[src/rtl/core/slip_deframer_sum_check_top_defines.svh]
// ----------------------------------------------------------------------------
// slip deframer assertion macros
// shared concurrent assertion forms, clocked on clock, disabled in reset
// ----------------------------------------------------------------------------
`ifndef SLIP_DEFRAMER_SUM_CHECK_TOP_DEFINES_SVH
`define SLIP_DEFRAMER_SUM_CHECK_TOP_DEFINES_SVH

// same-cycle implication
`define SDSC_ASSERT_NOW(label, ante, cons, msg) \
   label: assert property (@(posedge clock) disable iff (reset) (ante) |-> (cons)) \
      else $error(msg);

// next-cycle implication
`define SDSC_ASSERT_NEXT(label, ante, cons, msg) \
   label: assert property (@(posedge clock) disable iff (reset) (ante) |=> (cons)) \
      else $error(msg);

`endif

[src/rtl/core/sdsc_pkg.sv]
// ----------------------------------------------------------------------------
// sdsc_pkg
// shared types and constants of the slip deframer with additive checksum
// ----------------------------------------------------------------------------
`timescale 1ns / 1ps

package sdsc_pkg;

   localparam int MAX_FRAME   = 512;
   localparam int FRAME_CNT_W = $clog2(MAX_FRAME + 1);

   localparam int QUEUE_DEPTH = 4;
   localparam int QPTR_W      = $clog2(QUEUE_DEPTH);
   localparam int QCNT_W      = $clog2(QUEUE_DEPTH + 1);

   localparam logic [7:0] CODE_END     = 8'hc0;
   localparam logic [7:0] CODE_ESC     = 8'hdb;
   localparam logic [7:0] CODE_ESC_END = 8'hdc;
   localparam logic [7:0] CODE_ESC_ESC = 8'hdd;
   localparam logic [7:0] SUM_GOOD     = 8'hff;

   localparam logic [1:0] KIND_DATA     = 2'd0;
   localparam logic [1:0] KIND_GOOD     = 2'd1;
   localparam logic [1:0] KIND_BAD      = 2'd2;
   localparam logic [1:0] KIND_OVERFLOW = 2'd3;

   // one classified line byte: a frame end or a decoded data byte
   typedef struct packed {
      logic       is_end;
      logic [7:0] data;
   } sdsc_op_type;

endpackage

[src/rtl/core/sdsc_front.sv]
// ----------------------------------------------------------------------------
// sdsc_front
// accepts line bytes, tracks the escape flag and classifies each request
// ----------------------------------------------------------------------------
`timescale 1ns / 1ps

module sdsc_front (
   input  logic                 clock,
   input  logic                 reset,
   input  logic                 req_push,
   input  logic [7:0]           req_rx_byte,
   input  logic                 queue_full,
   output logic                 op_push,
   output sdsc_pkg::sdsc_op_type op
);
   import sdsc_pkg::*;

   logic escape_ff;
   logic escape_in;
   logic accept;
   logic is_esc;

   assign accept = req_push && !queue_full;
   assign is_esc = (req_rx_byte == CODE_ESC);

   always_comb begin
      escape_in = escape_ff;
      if (accept) begin
         escape_in = is_esc;
      end
   end

   always_comb begin
      op.is_end = (req_rx_byte == CODE_END);
      priority if (escape_ff && req_rx_byte == CODE_ESC_END) begin
         op.data = CODE_END;
      end else if (escape_ff && req_rx_byte == CODE_ESC_ESC) begin
         op.data = CODE_ESC;
      end else begin
         op.data = req_rx_byte;
      end
   end

   assign op_push = accept && !is_esc;

   always_ff @(posedge clock) begin
      if (reset) begin
         escape_ff <= 1'b0;
      end else begin
         escape_ff <= escape_in;
      end
   end

endmodule

[src/rtl/core/sdsc_queue.sv]
// ----------------------------------------------------------------------------
// sdsc_queue
// short register queue between the classifier and the frame checker
// ----------------------------------------------------------------------------
`timescale 1ns / 1ps

module sdsc_queue (
   input  logic                  clock,
   input  logic                  reset,
   input  logic                  push,
   input  sdsc_pkg::sdsc_op_type push_op,
   output logic                  full,
   output logic                  valid,
   output sdsc_pkg::sdsc_op_type head_op,
   input  logic                  pop
);
   import sdsc_pkg::*;

   sdsc_op_type       slot_ff [QUEUE_DEPTH];
   logic [QPTR_W-1:0] wr_ptr_ff;
   logic [QPTR_W-1:0] wr_ptr_in;
   logic [QPTR_W-1:0] rd_ptr_ff;
   logic [QPTR_W-1:0] rd_ptr_in;
   logic [QCNT_W-1:0] count_ff;
   logic [QCNT_W-1:0] count_in;
   logic              do_push;
   logic              do_pop;

   assign full    = (count_ff == QCNT_W'(QUEUE_DEPTH));
   assign valid   = (count_ff != '0);
   assign head_op = slot_ff[rd_ptr_ff];
   assign do_push = push && !full;
   assign do_pop  = pop && valid;

   always_comb begin
      wr_ptr_in = do_push ? wr_ptr_ff + 1'b1 : wr_ptr_ff;
      rd_ptr_in = do_pop ? rd_ptr_ff + 1'b1 : rd_ptr_ff;
      count_in  = count_ff;
      if (do_push && !do_pop) begin
         count_in = count_ff + 1'b1;
      end else if (do_pop && !do_push) begin
         count_in = count_ff - 1'b1;
      end
   end

   always_ff @(posedge clock) begin
      if (do_push) begin
         slot_ff[wr_ptr_ff] <= push_op;
      end
   end

   always_ff @(posedge clock) begin
      if (reset) begin
         wr_ptr_ff <= '0;
         rd_ptr_ff <= '0;
         count_ff  <= '0;
      end else begin
         wr_ptr_ff <= wr_ptr_in;
         rd_ptr_ff <= rd_ptr_in;
         count_ff  <= count_in;
      end
   end

endmodule

[src/rtl/core/sdsc_back.sv]
// ----------------------------------------------------------------------------
// sdsc_back
// keeps the running sum and byte count and builds each result
// ----------------------------------------------------------------------------
`timescale 1ns / 1ps
`include "slip_deframer_sum_check_top_defines.svh"

module sdsc_back (
   input  logic                  clock,
   input  logic                  reset,
   input  logic                  op_valid,
   input  sdsc_pkg::sdsc_op_type op,
   output logic                  op_pop,
   output logic                  rsp_empty,
   input  logic                  rsp_pop,
   output logic [1:0]            rsp_kind,
   output logic [7:0]            rsp_data_byte,
   output logic [8:0]            rsp_byte_index,
   output logic [9:0]            rsp_frame_length
);
   import sdsc_pkg::*;

   logic [7:0]             sum_ff;
   logic [7:0]             sum_in;
   logic [FRAME_CNT_W-1:0] count_ff;
   logic [FRAME_CNT_W-1:0] count_in;
   logic                   out_valid_ff;
   logic                   out_valid_in;
   logic [1:0]             kind_ff;
   logic [1:0]             kind_in;
   logic [7:0]             data_ff;
   logic [7:0]             data_in;
   logic [8:0]             index_ff;
   logic [8:0]             index_in;
   logic [9:0]             length_ff;
   logic [9:0]             length_in;
   logic                   take;
   logic                   count_zero;
   logic                   count_max;

   assign take       = op_valid && (!out_valid_ff || rsp_pop);
   assign op_pop     = take;
   assign count_zero = (count_ff == '0);
   assign count_max  = (count_ff == FRAME_CNT_W'(MAX_FRAME));

   always_comb begin
      sum_in       = sum_ff;
      count_in     = count_ff;
      out_valid_in = out_valid_ff && !rsp_pop;
      kind_in      = kind_ff;
      data_in      = data_ff;
      index_in     = index_ff;
      length_in    = length_ff;
      if (take) begin
         priority if (op.is_end) begin
            // empty frame gives no result
            out_valid_in = !count_zero;
            kind_in      = (sum_ff == SUM_GOOD) ? KIND_GOOD : KIND_BAD;
            data_in      = '0;
            index_in     = '0;
            length_in    = 10'(count_ff);
            sum_in       = '0;
            count_in     = '0;
         end else if (count_max) begin
            out_valid_in = 1'b1;
            kind_in      = KIND_OVERFLOW;
            data_in      = '0;
            index_in     = '0;
            length_in    = 10'(count_ff);
            sum_in       = '0;
            count_in     = '0;
         end else begin
            out_valid_in = 1'b1;
            kind_in      = KIND_DATA;
            data_in      = op.data;
            index_in     = 9'(count_ff);
            length_in    = '0;
            sum_in       = sum_ff + op.data;
            count_in     = count_ff + 1'b1;
         end
      end
   end

   always_ff @(posedge clock) begin
      kind_ff   <= kind_in;
      data_ff   <= data_in;
      index_ff  <= index_in;
      length_ff <= length_in;
   end

   always_ff @(posedge clock) begin
      if (reset) begin
         sum_ff       <= '0;
         count_ff     <= '0;
         out_valid_ff <= 1'b0;
      end else begin
         sum_ff       <= sum_in;
         count_ff     <= count_in;
         out_valid_ff <= out_valid_in;
      end
   end

   assign rsp_empty        = !out_valid_ff;
   assign rsp_kind         = kind_ff;
   assign rsp_data_byte    = data_ff;
   assign rsp_byte_index   = index_ff;
   assign rsp_frame_length = length_ff;

   `SDSC_ASSERT_NOW(a_count_range, 1'b1, count_ff <= FRAME_CNT_W'(MAX_FRAME), "count overrun")
   `SDSC_ASSERT_NEXT(a_end_clears, take && op.is_end, count_ff == '0 && sum_ff == '0, "frame end did not clear")
   `SDSC_ASSERT_NOW(a_data_fields, out_valid_ff && kind_ff != KIND_DATA, data_ff == '0 && index_ff == '0, "end result carries data")

endmodule

[src/rtl/core/slip_deframer_sum_check_top.sv]
// ----------------------------------------------------------------------------
// slip_deframer_sum_check_top: slip deframer with additive frame checksum
// path: an accepted request is classified, held in sdsc_queue, then registered as a result in sdsc_back
// throughput: one request per cycle while req_full is low; the queue fills when rsp_pop does not drain results
// reset: synchronous; clears escape flag, sum, count, queue and result valid flag
// ----------------------------------------------------------------------------
`timescale 1ns / 1ps

module slip_deframer_sum_check_top (
   input  logic       clock,
   input  logic       reset,
   input  logic       req_push,
   output logic       req_full,
   input  logic [7:0] req_rx_byte,
   output logic       rsp_empty,
   input  logic       rsp_pop,
   output logic [1:0] rsp_kind,
   output logic [7:0] rsp_data_byte,
   output logic [8:0] rsp_byte_index,
   output logic [9:0] rsp_frame_length
);
   import sdsc_pkg::*;

   sdsc_op_type front_op;
   sdsc_op_type head_op;
   logic        front_push;
   logic        queue_full;
   logic        queue_valid;
   logic        queue_pop;

   assign req_full = queue_full;

   sdsc_front u_front (
      .clock       (clock),
      .reset       (reset),
      .req_push    (req_push),
      .req_rx_byte (req_rx_byte),
      .queue_full  (queue_full),
      .op_push     (front_push),
      .op          (front_op)
   );

   sdsc_queue u_queue (
      .clock   (clock),
      .reset   (reset),
      .push    (front_push),
      .push_op (front_op),
      .full    (queue_full),
      .valid   (queue_valid),
      .head_op (head_op),
      .pop     (queue_pop)
   );

   sdsc_back u_back (
      .clock            (clock),
      .reset            (reset),
      .op_valid         (queue_valid),
      .op               (head_op),
      .op_pop           (queue_pop),
      .rsp_empty        (rsp_empty),
      .rsp_pop          (rsp_pop),
      .rsp_kind         (rsp_kind),
      .rsp_data_byte    (rsp_data_byte),
      .rsp_byte_index   (rsp_byte_index),
      .rsp_frame_length (rsp_frame_length)
   );

endmodule
[config.mk]
export PLATFORM = sky130hd
export DESIGN_NAME = slip_deframer_sum_check_top
export DESIGN_NICKNAME = d
export VERILOG_FILES = /design/src/rtl/core/sdsc_pkg.sv /design/src/rtl/core/sdsc_front.sv /design/src/rtl/core/sdsc_queue.sv /design/src/rtl/core/sdsc_back.sv /design/src/rtl/core/slip_deframer_sum_check_top.sv
export VERILOG_INCLUDE_DIRS = /design/src /design/src/rtl/core
export SDC_FILE = /design/constraint.sdc
export NUM_CORES = 1
export LEC_CHECK = 0
export BUFFER_PORTS_ARGS = -buffer_cell sky130_fd_sc_hd__buf_2
export CORE_MARGIN = 2
export CORE_UTILIZATION = 39
export CTS_CLUSTER_SIZE = 28
export DETAILED_ROUTE_END_ITERATION = 12
export GPL_ROUTABILITY_DRIVEN = 1
export PLACE_DENSITY = 0.61
export SKIP_CTS_REPAIR_TIMING = 1
export SYNTH_ARGS = -nofsm -noshare
export SYNTH_HDL_FRONTEND = slang
export SYNTH_SLANG_ARGS = --single-unit
export TNS_END_PERCENT = 50
[constraint.sdc]
create_clock -name clock -period 3.85 [get_ports clock]
set_input_delay 0.1925 -clock clock [delete_from_list [all_inputs] [get_ports clock]]
set_output_delay 0.1925 -clock clock [all_outputs]
set_load 0.03 [all_outputs]
==> results of run 1 <==
-- flip-flops by register name, indices dropped and copies added, names as in the netlist, named ones only --
register,count
u_back.rsp_byte_index,9
u_back.sum_ff,8
u_back.rsp_kind,2
u_back.out_valid_ff,1
u_queue.wr_ptr_ff,2
u_back.rsp_data_byte,8
u_back.count_ff,10
u_front.escape_ff,1
u_queue.slot_ff,36
u_back.rsp_frame_length,10
u_queue.count_ff,3
u_queue.rd_ptr_ff,2
-- metrics by stage --
| stage | cells | hold WS [ns] |
|---|---|---|
| 3_3_place_gp | 486 | 0.427 |
| 4_1_cts | 502 | 0.0461 |
| 5_1_grt | 502 | 0.0492 |
| 2_1_floorplan | 319 | 0.379 |
| 6_report | 502 | 0.0637 |
| 3_5_place_dp | 486 | 0.427 |
-- cell usage in the layout (no fill, tap or decap), types with 2 or more instances in the layout --
master,count
sky130_fd_sc_hd__edfxtp_1,65
sky130_fd_sc_hd__nand2_1,22
sky130_fd_sc_hd__xor2_1,8
sky130_fd_sc_hd__mux4_1,7
sky130_fd_sc_hd__nor3_1,5
sky130_fd_sc_hd__xnor2_1,8
sky130_fd_sc_hd__o21ai_0,7
sky130_fd_sc_hd__nand4_1,4
sky130_fd_sc_hd__and3_1,2
sky130_fd_sc_hd__a21o_1,5
sky130_fd_sc_hd__clkbuf_8,10
sky130_fd_sc_hd__or3_1,3
sky130_fd_sc_hd__a21oi_1,15
sky130_fd_sc_hd__mux2i_1,2
sky130_fd_sc_hd__fa_1,2
sky130_fd_sc_hd__nor4_1,3
sky130_fd_sc_hd__nor2b_1,8
sky130_fd_sc_hd__clkinv_4,2
sky130_fd_sc_hd__a31o_2,2
sky130_fd_sc_hd__buf_4,3
sky130_fd_sc_hd__nor3b_1,2
sky130_fd_sc_hd__buf_2,42
sky130_fd_sc_hd__inv_1,11
sky130_fd_sc_hd__nand3_1,11
sky130_fd_sc_hd__dfxtp_1,29
sky130_fd_sc_hd__nor2_1,26
sky130_fd_sc_hd__mux4_2,2
sky130_fd_sc_hd__o21bai_1,2
sky130_fd_sc_hd__and2_1,25
sky130_fd_sc_hd__ha_1,14
-- final cells by class --
| cell class | instances | area [µm²] |
|---|---|---|
| fillers | 947 | 5630 |
| clock buffers | 12 | 166 |
| inverters | 11 | 41.3 |
| repair buffers | 45 | 233 |
| multi-input cells | 200 | 1470 |
| well taps | 136 | 170 |
| clock inverters | 4 | 30.0 |
| flip-flops and latches | 94 | 2530 |
-- cells by family after synthesis --
group,Yosys count
AOI/OAI and AO/OA,39
xor gates and xnor gates,16
adders and majority gates,16
buffers and inverters,25
DFF,94
muxes,11
and+or+nand+nor,118
-- report_power, final --
group	internal, mW	total (mW)	switching [mW]
logic	0.517	1.47	0.958
clock network	0.293	0.636	0.343
registers	1.41	1.55	0.136
total	2.22	3.66	1.44
-- how the worst max path moves through the flow --
stage	endpoint	slack, ns	start	cells after the start
2_1_floorplan	u_back.sum_ff[6]	1.18	flip-flop	9
4_1_cts	u_back.sum_ff[6]	0.68	flip-flop	8
3_5_place_dp	u_back.sum_ff[6]	0.73	flip-flop	8
3_3_place_gp	u_back.sum_ff[6]	0.82	flip-flop	8
5_1_grt	u_back.sum_ff[6]	0.44	flip-flop	8
6_report	u_back.sum_ff[6]	0.72	flip-flop	8
-- layer usage --
metal	vias to the layer above	part of all wire (%)	GRT usage (%)
met3	9	4.6	3.89
met4	0	1.5	4.45
met1	1201	49	18.0
met2	45	45	20.5
met5	-	0	0
li1	1232	-	-
==> insert_results.sql, run 1 <==
INSERT INTO impl_metrics (metric_group, metric, value, unit) VALUES
('yosys', 'synth-warning-count', '0', ''),
('cts', 'number_of_levels_the_h_tree_was_split_into', '3', ''),
('yosys', 'synth_nets', '347', ''),
('worst_setup_path', 'cp_top_family', 'compound AO/OA/AOI/OAI gates', ''),
('yosys', 'synth_cells', '319', ''),
('place', 'postPlaceCellArea', '4450', 'µm²'),
('floorplan', 'floorplan.io_pins', '43', ''),
('timing', 'setup_slack', '0.721', 'ns'),
('worst_setup_path', 'critical_path.slowest_cell', 'sky130_fd_sc_hd__dfxtp_1', ''),
('timing', 'maximum_clock_frequency', '320', 'MHz'),
('yosys', 'share_of_synthesized_cell_area_in_full_adder_half_adder_and_majority_cells', '5.24', '%'),
('status', 'outcome', 'finished, final reports clean', ''),
('yosys', 'synthMostInstantiatedCell', 'sky130_fd_sc_hd__edfxtp_1', ''),
('worst_setup_path', 'crit_path_end_kind', 'flip-flop', ''),
('yosys', 'synth-compound-area-share', '6.03', '%'),
('timing', 'relative_slew_slack', '44.0', '%'),
('yosys', 'synth_top_family_by_area', 'simple AND/OR/NAND/NOR gates', ''),
('worst_setup_path', 'number_of_buffer_and_inverter_instances_along_the_worst_setup_path', '0', ''),
('worst_setup_path', 'timing.reg2reg.worst_path_depth', '8', ''),
('worst_setup_path', 'crit_arrival', '3.42', 'ns'),
('floorplan', 'fp.dieArea', '11400', 'µm²'),
('yosys', 'post_synth_num_cell_types', '45', ''),
('finish', 'post_route_design_area', '4640', 'µm²'),
('floorplan', 'floorplan.core_area', '10300', 'µm²'),
('place', 'final_hpwl_from_detailed_placement', '4.95', 'mm'),
('yosys', 'synth_edf_count', '65', ''),
('worst_setup_path', 'critPathMaxFanout', '9', ''),
('grt', 'grt_first_pass_wirelength', '11.6', 'mm'),
('cts', 'clock_sinks', '94', ''),
('place', 'portBuffers', '42', ''),
('yosys', 'yosys.area.top_type', 'sky130_fd_sc_hd__edfxtp_1', ''),
('timing', 'finalCritPeriodShare', '81.3', '%'),
('yosys', 'ys_seq_elements', '94', ''),
('timing', 'final_max_slew_viol_count', '0', ''),
('finish', 'syn_to_final_growth', '13.1', '%'),
('drt', 'drt_pass1_iterations', '4', ''),
('place', 'dp_worst_setup_slack', '0.725', 'ns'),
('pwr', 'leakagePower', '1.76', 'nW'),
('finish', 'fraction_of_layout_instances_using_a_drive_strength_above_1', '18.6', '%'),
('timing', 'skew', '0.0147', 'ns'),
('worst_setup_path', 'cpMostUsedCell', 'sky130_fd_sc_hd__a21o_1', ''),
('floorplan', 'num_rows', '37', ''),
('drt', 'vias_per_cell', '4.95', ''),
('grt', 'antenna_found_initial', '0', ''),
('timing', 'finalCriticalPeriod', '3.13', 'ns'),
('worst_setup_path', 'crit-reg2reg-capture', 'u_back.sum_ff[6]', ''),
('worst_setup_path', 'worstSetupStartpointType', 'flip-flop', ''),
('drt', 'drcViolationCount', '0', ''),
('floorplan', 'die_h', '107', 'µm'),
('finish', 'antenna_cells_inserted', '0', ''),
('finish', 'final_util', '45.2', '%'),
('timing', 'grt_setup_unrepaired', 'false', ''),
('yosys', 'ys.flop_type', 'sky130_fd_sc_hd__edfxtp_1', ''),
('yosys', 'ys_seq_area_share', '61.7', '%'),
('pwr', 'vdd.ir_drop.worst', '0.000300', 'V'),
('drt', 'avgRoutedWirePerCell', '14.2', 'µm'),
('worst_setup_path', 'path_cells', 'mux4_1, ha_1, fa_1, a21o_1, a21o_1, a2111oi_0, nor3b_1, o21ai_0', ''),
('min_path', 'hold_path_startpoint', 'req_rx_byte[7]', ''),
('drt', 'wl', '7.14', 'mm'),
('yosys', 'yosys-top-cells-area', 'sky130_fd_sc_hd__edfxtp_1 (48%), sky130_fd_sc_hd__dfxtp_1 (14%), sky130_fd_sc_hd__mux4_1 (4.5%), sky130_fd_sc_hd__ha_1 (4.3%), sky130_fd_sc_hd__and2_1 (3.8%)', ''),
('finish', 'nets', '389', ''),
('cts', 'cts_tree', 'yes', ''),
('yosys', 'yosys-mux-area-fraction', '6.07', '%'),
('yosys', 'yosysTopAreaCellShare', '47.5', '%'),
('grt', 'grt_use_total', '13.3', '%'),
('floorplan', 'die-width', '107', 'µm'),
('min_path', 'holdCritPathClass', 'in -> reg', ''),
('yosys', 'area_share_of_xor_xnor_cells_in_the_synthesized_design', '3.41', '%'),
('drt', 'ant_nets', '0', ''),
('yosys', 'post_synth_most_frequent_cells', 'sky130_fd_sc_hd__edfxtp_1 (65), sky130_fd_sc_hd__dfxtp_1 (29), sky130_fd_sc_hd__nor2_1 (26)', ''),
('place', 'finalWeightedCongestion', '0.800', '');
Note: power is estimated with default switching activity, not from simulation.
==> run 2, diff against run 1 <==
- clock period: 3.85 -> 2.95 ns (I/O delays scaled with it)
==> insert_results.sql, run 2 (synthesis gave the netlist of run 1 again) <==
INSERT INTO impl_metrics (metric_group, metric, value, unit) VALUES
('status', 'outcome', 'finished, final reports clean', ''),
('cts', 'cts_root_buffer', 'sky130_fd_sc_hd__clkbuf_8', ''),
('worst_setup_path', 'r2r_slack', '0.20', 'ns'),
('finish', 'final_util', '45.8', '%'),
('worst_setup_path', 'crit_path_end_kind', 'flip-flop', ''),
('grt', 'via_count_of_the_first_global_routing_pass', '2348', ''),
('finish', 'registers.top_by_ff_count', 'u_queue.slot_ff', ''),
('worst_setup_path', 'cpMostUsedCell', 'sky130_fd_sc_hd__a21o_1', ''),
('timing', 'skew', '0.00972', 'ns'),
('worst_setup_path', 'cp_data_required_time', '3.24', 'ns'),
('finish', 'flip_flop_count_of_the_largest_register_all_copies_and_words_added', '36', ''),
('timing', 'finalCriticalPeriod', '2.75', 'ns'),
('finish', 'syn_to_final_growth', '14.6', '%'),
('min_path', 'holdCritPathClass', 'in -> reg', ''),
('place', 'finalWeightedCongestion', '0.758', ''),
('worst_setup_path', 'critical_path.slowest_cell', 'sky130_fd_sc_hd__mux4_1', ''),
('finish', 'nets', '393', ''),
('cts', 'cts_made_buffers', '9', ''),
('finish', 'layout.cells.most_common_list', 'sky130_fd_sc_hd__edfxtp_1 (65), sky130_fd_sc_hd__buf_2 (42), sky130_fd_sc_hd__dfxtp_1 (28)', ''),
('grt', 'gr-total-overflow', '0', ''),
('floorplan', 'initial_utilization', '39.9', '%'),
('finish', 'fraction_of_layout_instances_using_a_drive_strength_above_1', '20.0', '%'),
('floorplan', 'die_h', '107', 'µm'),
('worst_setup_path', 'number_of_buffer_and_inverter_instances_along_the_worst_setup_path', '0', ''),
('worst_setup_path', 'timing.setup.critical_path_class', 'reg -> reg', ''),
('drt', 'avgRoutedWirePerCell', '14.2', 'µm'),
('timing', 'finalCritPeriodShare', '93.2', '%'),
('timing', 'measured_slew_at_the_worst_slew_check_pin', '0.765', 'ns'),
('cts', 'clk_path_buf_depth', '2', ''),
('grt', 'grt_max_degree', '22', ''),
('timing', 'setup_total_negative_slack', '0', 'ns'),
('finish', 'nFillCells', '947', ''),
('finish', 'antenna_cells_inserted', '0', ''),
('grt', 'grt_use_total', '13.6', '%'),
('cts', 'clkLatencyLatePin', '0.36', 'ns'),
('drt', 'drt_pass1_iterations', '5', ''),
('floorplan', 'num_rows', '37', ''),
('worst_setup_path', 'timing.critical_path.slowest_cell_delay', '0.59', 'ns'),
('drt', 'drcViolationCount', '0', ''),
('floorplan', 'die-width', '107', 'µm'),
('worst_setup_path', 'worstSetupStartpointType', 'flip-flop', ''),
('timing', 'final-setup-viol-count', '0', ''),
('drt', 'drtIter0Drc', '109', ''),
('pwr', 'leakagePower', '1.79', 'nW'),
('timing', 'maximum_clock_frequency', '364', 'MHz'),
('pwr', 'pwr_density_cell', '1050', 'nW/µm²'),
('place', 'final_hpwl_from_detailed_placement', '5.07', 'mm'),
('worst_setup_path', 'path_cells', 'mux4_1, ha_1, fa_1, a21o_1, a21o_1, a2111oi_1, nor3b_1, o21ai_0', ''),
('drt', 'vias_per_cell', '4.91', ''),
('cts', 'number_of_levels_the_h_tree_was_split_into', '3', ''),
('worst_setup_path', 'cp_top_family', 'compound AO/OA/AOI/OAI gates', ''),
('min_path', 'worst_hold_path.endpoint', 'u_queue.slot_ff[1][7]', ''),
('drt', 'ant_nets', '0', ''),
('drt', 'wl', '7.18', 'mm'),
('grt', 'antenna_found_initial', '0', ''),
('cts', 'clock_sinks', '94', ''),
('cts', 'cts_tree', 'yes', ''),
('worst_setup_path', 'timing.reg2reg.worst_path_depth', '8', ''),
('cts', 'clk_pin_slew_worst_paths', '0.09', 'ns'),
('drt', 'routed-via-count', '2483', ''),
('pwr', 'vdd.ir_drop.worst', '0.000362', 'V'),
('floorplan', 'fp.dieArea', '11400', 'µm²'),
('min_path', 'hold-path-cell-count', '1', ''),
('timing', 'relative_slew_slack', '48.3', '%'),
('timing', 'final_max_slew_viol_count', '0', ''),
('min_path', 'hold_path_startpoint', 'req_rx_byte[7]', ''),
('worst_setup_path', 'crit-reg2reg-capture', 'u_back.sum_ff[6]', ''),
('job', 'max_cap_viol_count', '0', ''),
('floorplan', 'floorplan.core_area', '10300', 'µm²'),
('worst_setup_path', 'critPathMaxFanout', '4', ''),
('finish', 'final_common_cell', 'sky130_fd_sc_hd__edfxtp_1', ''),
('timing', 'grt_setup_unrepaired', 'false', ''),
('grt', 'grt_first_pass_wirelength', '11.9', 'mm'),
('worst_setup_path', 'crit_arrival', '3.04', 'ns'),
('place', 'portBuffers', '42', ''),
('timing', 'finalHoldViolCount', '0', ''),
('floorplan', 'floorplan.io_pins', '43', '');
==> run 2: worst max path at each step <==
stage / startpoint / cells past startpoint / end / slack (ns)
after floorplan: flip-flop / 9 / u_back.sum_ff[6] / 0.28
after global placement: flip-flop / 8 / u_back.sum_ff[6] / 0.19
after detailed placement: flip-flop / 8 / u_back.sum_ff[7] / 0.14
after CTS: flip-flop / 8 / u_back.sum_ff[6] / 0.13
after global routing: flip-flop / 8 / u_back.sum_ff[6] / 0.04
final: flip-flop / 8 / u_back.sum_ff[6] / 0.20
==> run 2: cell type report <==
type / instances / area [µm²] / area share [%]
flip-flops and latches: 94 / 2530 / 53.9
multi-input cells: 200 / 1470 / 31.3
repair buffers: 49 / 263 / 5.59
well taps: 136 / 170 / 3.62
clock buffers: 9 / 124 / 2.63
clock inverters: 7 / 101 / 2.15
inverters: 11 / 41.3 / 0.878
==> run 2: metal layers <==
layer	up-vias	share of wire (%)	track usage, %
li1	1248	-	-
met1	1170	50	19.1
met2	63	45	20.3
met3	2	4.4	4.01
met4	0	0.47	4.73
met5	-	0	0
==> run 2: report_power, final <==
part	leakage [nW]	switching [mW]	internal, mW
clock network	0.107	0.468	0.486
registers	0.858	0.155	1.85
logic	0.828	1.28	0.701
==> run 2: per-stage QoR <==
stage / setup WS, ns / cells / area [µm²] / power, mW / hold WS [ns]
final: 0.200 / 506 / 4700 / 4.93 / 0.0229
after global routing: 0.0388 / 506 / 4700 / 5.26 / 0.0121
after CTS: 0.126 / 506 / 4700 / 4.97 / 0.00330
after detailed placement: 0.144 / 490 / 4480 / 4.01 / 0.391
after global placement: 0.188 / 490 / 4480 / 3.97 / 0.381
after floorplan: 0.279 / 319 / 4110 / 3.49 / 0.334
